===== src/sv/fdf_pkg.sv =====
// Shared constants, types and register codes for the fractional derivative FIR core.
`timescale 1ns / 1ps
`default_nettype none

package fdf_pkg;

  // Filter length and derived index widths
  localparam int TAPS   = 64;
  localparam int TAP_AW = $clog2(TAPS);
  localparam int CNT_W  = $clog2(TAPS + 1);

  // Field widths
  localparam int SAMPLE_W = 32;
  localparam int WEIGHT_W = 48;
  localparam int EXP_W    = 16;
  localparam int SCALE_W  = 48;

  // Configuration port
  localparam int CFG_IDX_W  = 3;
  localparam int CFG_DATA_W = 48;

  localparam logic [CFG_IDX_W-1:0] REG_EXPONENT   = 3'd0;
  localparam logic [CFG_IDX_W-1:0] REG_SCALE      = 3'd1;
  localparam logic [CFG_IDX_W-1:0] REG_SAT_ENABLE = 3'd2;
  localparam logic [CFG_IDX_W-1:0] REG_MAX_OUT    = 3'd3;
  localparam logic [CFG_IDX_W-1:0] REG_MIN_OUT    = 3'd4;

  // Input item actions
  localparam logic ACT_SAMPLE  = 1'b0;
  localparam logic ACT_REBUILD = 1'b1;

  // Shared multiplier: 24 x 32 unsigned, registered product
  localparam int MUL_A_W = 24;
  localparam int MUL_B_W = 32;
  localparam int MUL_P_W = MUL_A_W + MUL_B_W;

  // Reciprocal table entries, Q24 (entry for 1 is exactly 2^24)
  localparam int RECIP_W = 25;

  // Numeric constants
  localparam logic [WEIGHT_W-1:0] W_MAX   = 48'h7FFF_FFFF_FFFF;
  localparam logic [WEIGHT_W-1:0] ONE_Q24 = 48'h0000_0100_0000;
  localparam int                  EXP_MIN = -4096;
  localparam logic [SAMPLE_W-1:0] INT32_MAX = 32'h7FFF_FFFF;
  localparam logic [SAMPLE_W-1:0] INT32_MIN = 32'h8000_0000;

  // Signed (i-1)*4096 - exponent
  localparam int F_W = TAP_AW + 14;

  // One signed tap product and the running sum
  localparam int TERM_W = 58;
  localparam int ACC_W  = TERM_W + TAP_AW + 1;

  // Request to the shared multiplier
  typedef struct packed {
    logic               en;
    logic [MUL_A_W-1:0] a;
    logic [MUL_B_W-1:0] b;
  } mul_req_t;

endpackage

`default_nettype wire


===== src/sv/fdf_mul.sv =====
// Shared 24 x 32 unsigned multiplier with registered product.
`timescale 1ns / 1ps
`default_nettype none

module fdf_mul import fdf_pkg::*; (
  input  logic               clk,
  input  mul_req_t           req,
  output logic [MUL_P_W-1:0] prod_r
);

  logic [MUL_P_W-1:0] prod_nxt;

  assign prod_nxt = MUL_P_W'(req.a) * MUL_P_W'(req.b);

  // product holds until the sequencer issues the next pass
  always_ff @(posedge clk) begin
    if (req.en) begin
      prod_r <= prod_nxt;
    end
  end

endmodule

`default_nettype wire


===== config.mk =====
export PLATFORM = sky130hd
export DESIGN_NAME = fdf_mul
export DESIGN_NICKNAME = d
export VERILOG_FILES = /design/src/sv/fdf_pkg.sv /design/src/sv/fdf_mul.sv
export SDC_FILE = /design/constraint.sdc
export NUM_CORES = 2
export LEC_CHECK = 0
export ABC_AREA = 1
export BUFFER_PORTS_ARGS = -buffer_cell sky130_fd_sc_hd__clkbuf_2
export CAP_MARGIN = 25
export CORE_MARGIN = 5
export CORE_UTILIZATION = 64
export DETAILED_ROUTE_END_ITERATION = 16
export GPL_TIMING_DRIVEN = 0
export HOLD_SLACK_MARGIN = 0.02
export PLACE_DENSITY = 0.81
export SETUP_SLACK_MARGIN = 0.5
export SYNTH_ARGS = -nofsm -noshare
export SYNTH_HDL_FRONTEND = slang
export SYNTH_SLANG_ARGS = --single-unit

===== constraint.sdc =====
create_clock -name clk -period 20 [get_ports clk]
set_input_delay 3 -clock clk [delete_from_list [all_inputs] [get_ports clk]]
set_output_delay 3 -clock clk [all_outputs]
set_load 0.02 [all_outputs]

# Word level (Yosys, flattened, before mapping)
# Cells that the tools add are included.
# totals
reg_bits,56
inputBits,58
out_inout_bits,56
word_cells,2
# classes
multipliers,1
# op_table
cell,count
$mul 24x32->56,1

# Logic depth before layout (Yosys ltp)
# depth
word_depth,1
mapped_depth,29

# Least setup slack after synthesis
# No wires, ideal clock.
# synth_path
path_kind,input-to-reg
start,input port req[35] (netlist name)
end,"register prod_r[52], data pin"
setup_ns,0.254
arrival_time_ns,8.209
required_time_ns,19.746
setup_slack_ns,11.537
path_stages,25
cell_sequence,clkbuf_1 nand2_1 fa_1 inv_1 fa_1 inv_1 fa_1 fa_1 fa_1 inv_1 fa_1 inv_1 fa_1 inv_1 ha_1 nand2_1 inv_1 nand2_1 inv_1 a21oi_1 nand2_2 nand3_1 nand3_1 nand2_1 nand2_1
# synth_between
elab_chain_cells,1
# synth_rtl
element,line,text
from (decl),fdf_mul.sv:7,"input mul_req_t req,"
$mul 24x32->56,fdf_mul.sv:13,assign prod_nxt = MUL_P_W'(req.a) * MUL_P_W'(req.b);
net prod_nxt[52],fdf_mul.sv:11,logic [MUL_P_W-1:0] prod_nxt;
to (signal assigned),fdf_mul.sv:18,prod_r <= prod_nxt;
to (decl),fdf_mul.sv:8,output logic [MUL_P_W-1:0] prod_r
# The timed path passes the listed nets, and every way through them passes these cells.
# A chain may end at the register's enable or synchronous reset.

# Worst setup path after layout
# layout_path
start,input port req[23] (netlist name)
end,"register prod_r[54], data pin"
# Same word-level chain as after synthesis.

==> results by stage <==
Global route:
- The via count of the first global-routing pass came to 25,100.
- The maximum number of pins on one net before global-route repair is 42.
- The all-layer global routing usage is between 30% and 40%.
- The first-pass GRT wire length is between 100,000 and 150,000 um.
- The sum of overflow across all layers after global routing is 0.
- The initial antenna violation count is 2.

Cells and area:
- The area added between synthesis and finish is 5.14%.
- The filler cells instantiated in the layout total 3,860.
- Ranked by flip-flop count, first place goes to prod_r.
- The largest registers in the layout are prod_r (56).
- The final net count is about 4,800.
- The area taken by flip-flops and latches is between 1500 and 2000 um2.
- The area taken by multi-input logic gates is 21,400 um2.
- Of the cells placed in the final design, the portion with a size suffix greater than 1 is between 4 and 5%.
- The flip-flop count of the largest register after layout is 56.

Clock network:
- The TritonCTS clock tree is built.
- The post-cts repair resize count is 0.
- The post-CTS clock slew at the launch and capture registers of the worst setup and hold paths is about 0.070 ns.
- The post-CTS setup repair buffer count is 0.
- For this design, the CTS-stage hold fixing added 0 buffers.
- The tree built by TritonCTS fans out to 56 sinks.
- The worst-case clock buffer depth is 2.
- In this run the clock root is driven by a sky130_fd_sc_hd__clkbuf_16.
- The H-tree depth is 2.
- The total CTS buffers is 5.

STA:
- The final hold slack is between 3 and 4 ns.
- The transition time at the pin with the least slew margin is around 1.2 ns.
- The number of failing hold endpoints at the final stage came to 0.
- Headroom to the max-slew limit came out at between 20% and 30%.
- Dividing the final minimum period by the clock period gives about 50%.
- The worst path needs a little under 10 ns of the cycle, external delays included.
- The final setup violation count is 0.
- Based on the critical path, the design can be clocked at up to between 0.1 and 0.15 GHz.
- The final total negative setup slack is 0 ns.
- The total count of max-transition violations in the final report is 0.
- Setup repair after global routing left no endpoint under its margin.

Worst setup path:
- The critical setup path kind is in2reg.
- The sort of element at the end of the critical path is a flip-flop.
- The required arrival time at the worst endpoint is around 20 ns.
- The worst setup path is launched from a primary input.
- Along the worst path, the maximum fanout reaches 10.
- For the worst setup path, the data arrival time is approximately 10 ns.

Detailed routing:
- The via density per instance is roughly 5.4.
- In this run, the number of DRC markers left after iteration 0 of detailed routing was 2,748.
- In the final routed layout, each cell accounts on average for approximately 21 um.
- The final wirelength is roughly 94,000 um.
- For this block, the via count after detailed routing is between 20,000 and 25,000.
- The first TritonRoute pass finished after 6 iterations.
- The number of nets with antenna violations after routing is 0.
- The number of remaining DRC errors is 0.

Synth:
- Synthesis produced approximately 3,800 cells.
- The mean post-synth cell area is between 7 and 8 um2.
- The net count after synthesis is between 4,000 and 5,000.
- The total number of yosys warnings is 0.
- The netlist area before placement is approximately 28,000 um2.
- The sequential share of the synthesized area is slightly below 6%.
- In this run, distinct cell masters in the synthesized netlist total 36.
- The number of register bits inferred by synthesis is 56.

Min path:
- The min-delay analysis places its worst path in the category in2reg.
- The beginning of the worst hold path is req[0].
- The hold path endpoint is prod_r[0].
- The hold path depth is 3.

Floorplanning:
- Measured along the y axis, the die boundary spans ~220 um.
- Row generation in the floorplan step produced between 70 and 80 rows.
- For this design the top-level I/O count stands at roughly 110.
- The initial utilization of the core area, before any placement, comes to between 60 and 70%.
- In this run the horizontal extent of the chip is between 200 and 250 um.
- The core area is approximately 44,000 um2.
- The die covers roughly 49,000 um2.

Run status:
- The run finished with clean final reports.

Placement:
- The global placer's final weighted congestion is 1.06.
- The wire-length estimate of the detail-placed layout is a little under 80,000 um.
- The number of input and output port buffers inserted is approximately 110.

Flow run:
- Across the run, the number of max-cap violations was 0.
cells in the mapped netlist:
library cell	number	area, um2
sky130_fd_sc_hd__xor2_1	29	254
sky130_fd_sc_hd__nand3_1	51	255
sky130_fd_sc_hd__a21oi_2	1	8.76
sky130_fd_sc_hd__or2_0	1	6.26
sky130_fd_sc_hd__buf_1	2	7.51
sky130_fd_sc_hd__nand2_1	1154	4330
sky130_fd_sc_hd__inv_1	1295	4860
sky130_fd_sc_hd__edfxtp_1	56	1680
sky130_fd_sc_hd__inv_2	2	7.51
sky130_fd_sc_hd__nand2_2	13	81.3
sky130_fd_sc_hd__nor3_4	1	16.3
sky130_fd_sc_hd__nor2_4	4	45.0
sky130_fd_sc_hd__and3_1	1	6.26
sky130_fd_sc_hd__nor4_1	2	12.5
sky130_fd_sc_hd__clkinv_1	1	3.75
sky130_fd_sc_hd__nor2_2	10	62.6
sky130_fd_sc_hd__or2_1	1	6.26
sky130_fd_sc_hd__a21boi_0	2	15.0
sky130_fd_sc_hd__a21oi_1	38	190
sky130_fd_sc_hd__nand3b_2	1	11.3
sky130_fd_sc_hd__clkbuf_1	134	503
sky130_fd_sc_hd__fa_1	658	13200
sky130_fd_sc_hd__nand3b_1	1	7.51
sky130_fd_sc_hd__nand3_2	6	60.1
sky130_fd_sc_hd__o21ai_1	1	5.00
sky130_fd_sc_hd__nor3_1	6	30.0
sky130_fd_sc_hd__and2_1	6	37.5
sky130_fd_sc_hd__nand4_1	12	75.1
sky130_fd_sc_hd__nor2_1	73	274
sky130_fd_sc_hd__o21a_1	2	15.0
sky130_fd_sc_hd__ha_1	182	2280
sky130_fd_sc_hd__o21ai_0	3	15.0
sky130_fd_sc_hd__nor3_2	4	40.0
sky130_fd_sc_hd__o21bai_1	7	52.6
sky130_fd_sc_hd__xnor2_1	6	52.6
sky130_fd_sc_hd__and2_2	1	7.51
stage by stage:
step / cell area, um2 / util (%) / std cells / setup slack (ns)
after detailed placement: 29800 / 67.6 / 4473 / 10.05
after global routing: 29900 / 67.9 / 4480 / 9.91
after global placement: 29800 / 67.5 / 4472 / 10.06
after CTS: 29900 / 67.9 / 4480 / 10.34
final: 30000 / 67.9 / 4482 / 10.07
after floorplan: 28500 / - / 3767 / 11.54
cell families (layout without fill, tap and decap cells):
logic type	Yosys count	in the layout	share of synthesized area, %
fa+ha+maj	840	840	54.2
buf+inv	1434	1555	18.9
flops	56	56	5.90
xor+xnor	35	35	1.08
other cells	0	2	0
compound gates	54	54	1.06
simple gates	1348	1348	18.8
cells in the final DEF (no fill, tap or decap), types with 2 or more instances in the layout:
master                      count
sky130_fd_sc_hd__a21boi_0       2
sky130_fd_sc_hd__and2_1         6
sky130_fd_sc_hd__nor2_4         4
sky130_fd_sc_hd__inv_1       1295
sky130_fd_sc_hd__edfxtp_1      56
sky130_fd_sc_hd__fa_1         658
sky130_fd_sc_hd__clkbuf_16      5
sky130_fd_sc_hd__nor3_2         4
sky130_fd_sc_hd__clkbuf_1     135
sky130_fd_sc_hd__nor2_2        10
sky130_fd_sc_hd__nand2_1     1154
sky130_fd_sc_hd__clkbuf_2     113
sky130_fd_sc_hd__o21bai_1       7
sky130_fd_sc_hd__diode_2        2
sky130_fd_sc_hd__buf_1          2
sky130_fd_sc_hd__nand3_1       51
sky130_fd_sc_hd__xnor2_1        6
sky130_fd_sc_hd__nor2_1        73
sky130_fd_sc_hd__nand2_2       13
sky130_fd_sc_hd__ha_1         182
sky130_fd_sc_hd__nor3_1         6
sky130_fd_sc_hd__inv_2          2
sky130_fd_sc_hd__o21ai_0        3
sky130_fd_sc_hd__xor2_1        29
sky130_fd_sc_hd__o21a_1         2
sky130_fd_sc_hd__nand4_1       12
sky130_fd_sc_hd__nor4_1         2
sky130_fd_sc_hd__a21oi_1       38
sky130_fd_sc_hd__nand3_2        6
layer usage:
layer	global-route usage, %	vias up	routed length [um]
met5	0	-	13
met4	19.7	2	6550
met3	15.2	368	14400
met2	58.8	1629	39800
met1	51.1	11400	33600
li1	-	10600	-
cell type report:
type	instances	area share (%)
multi-input combinational	2277	71.5
inverter	1298	16.3
sequential	56	5.61
tap	592	2.47
timing repair buffer	114	1.95
buffer	136	1.70
clock buffer	6	0.430
clock inverter	1	0.0167
antenna	2	0.0167
worst max path at each step:
stage | start | endpoint | slack (ns) | cells after the start
3_3_place_gp | req[41] | prod_r[39] | 10.06 | 23
4_1_cts | req[41] | prod_r[39] | 10.34 | 23
3_5_place_dp | req[23] | prod_r[54] | 10.05 | 25
2_1_floorplan | req[35] | prod_r[52] | 11.54 | 25
5_1_grt | req[23] | prod_r[54] | 9.91 | 25
6_report | req[23] | prod_r[54] | 10.07 | 25
worst max-delay path, stage by stage:
cell and delay, ns:
sky130_fd_sc_hd__clkbuf_2 0.28, sky130_fd_sc_hd__clkbuf_1 0.67, sky130_fd_sc_hd__nand2_1 0.17, sky130_fd_sc_hd__fa_1 0.54, sky130_fd_sc_hd__inv_1 0.05, sky130_fd_sc_hd__fa_1 0.65, sky130_fd_sc_hd__inv_1 0.11, sky130_fd_sc_hd__fa_1 0.53
sky130_fd_sc_hd__fa_1 0.52, sky130_fd_sc_hd__inv_1 0.06, sky130_fd_sc_hd__fa_1 0.60, sky130_fd_sc_hd__fa_1 0.53, sky130_fd_sc_hd__inv_1 0.05, sky130_fd_sc_hd__fa_1 0.53, sky130_fd_sc_hd__inv_1 0.06, sky130_fd_sc_hd__ha_1 0.37
sky130_fd_sc_hd__nand2_1 0.11, sky130_fd_sc_hd__nor2_1 0.21, sky130_fd_sc_hd__inv_1 0.15, sky130_fd_sc_hd__nor2_1 0.31, sky130_fd_sc_hd__nand2_1 0.15, sky130_fd_sc_hd__nor2_1 0.12, sky130_fd_sc_hd__nand2_1 0.07, sky130_fd_sc_hd__nand4_1 0.08
sky130_fd_sc_hd__nand2_1 0.07
Power is not shown: default switching activity piles up to over one toggle a cycle in this logic, so the estimate is an artifact.
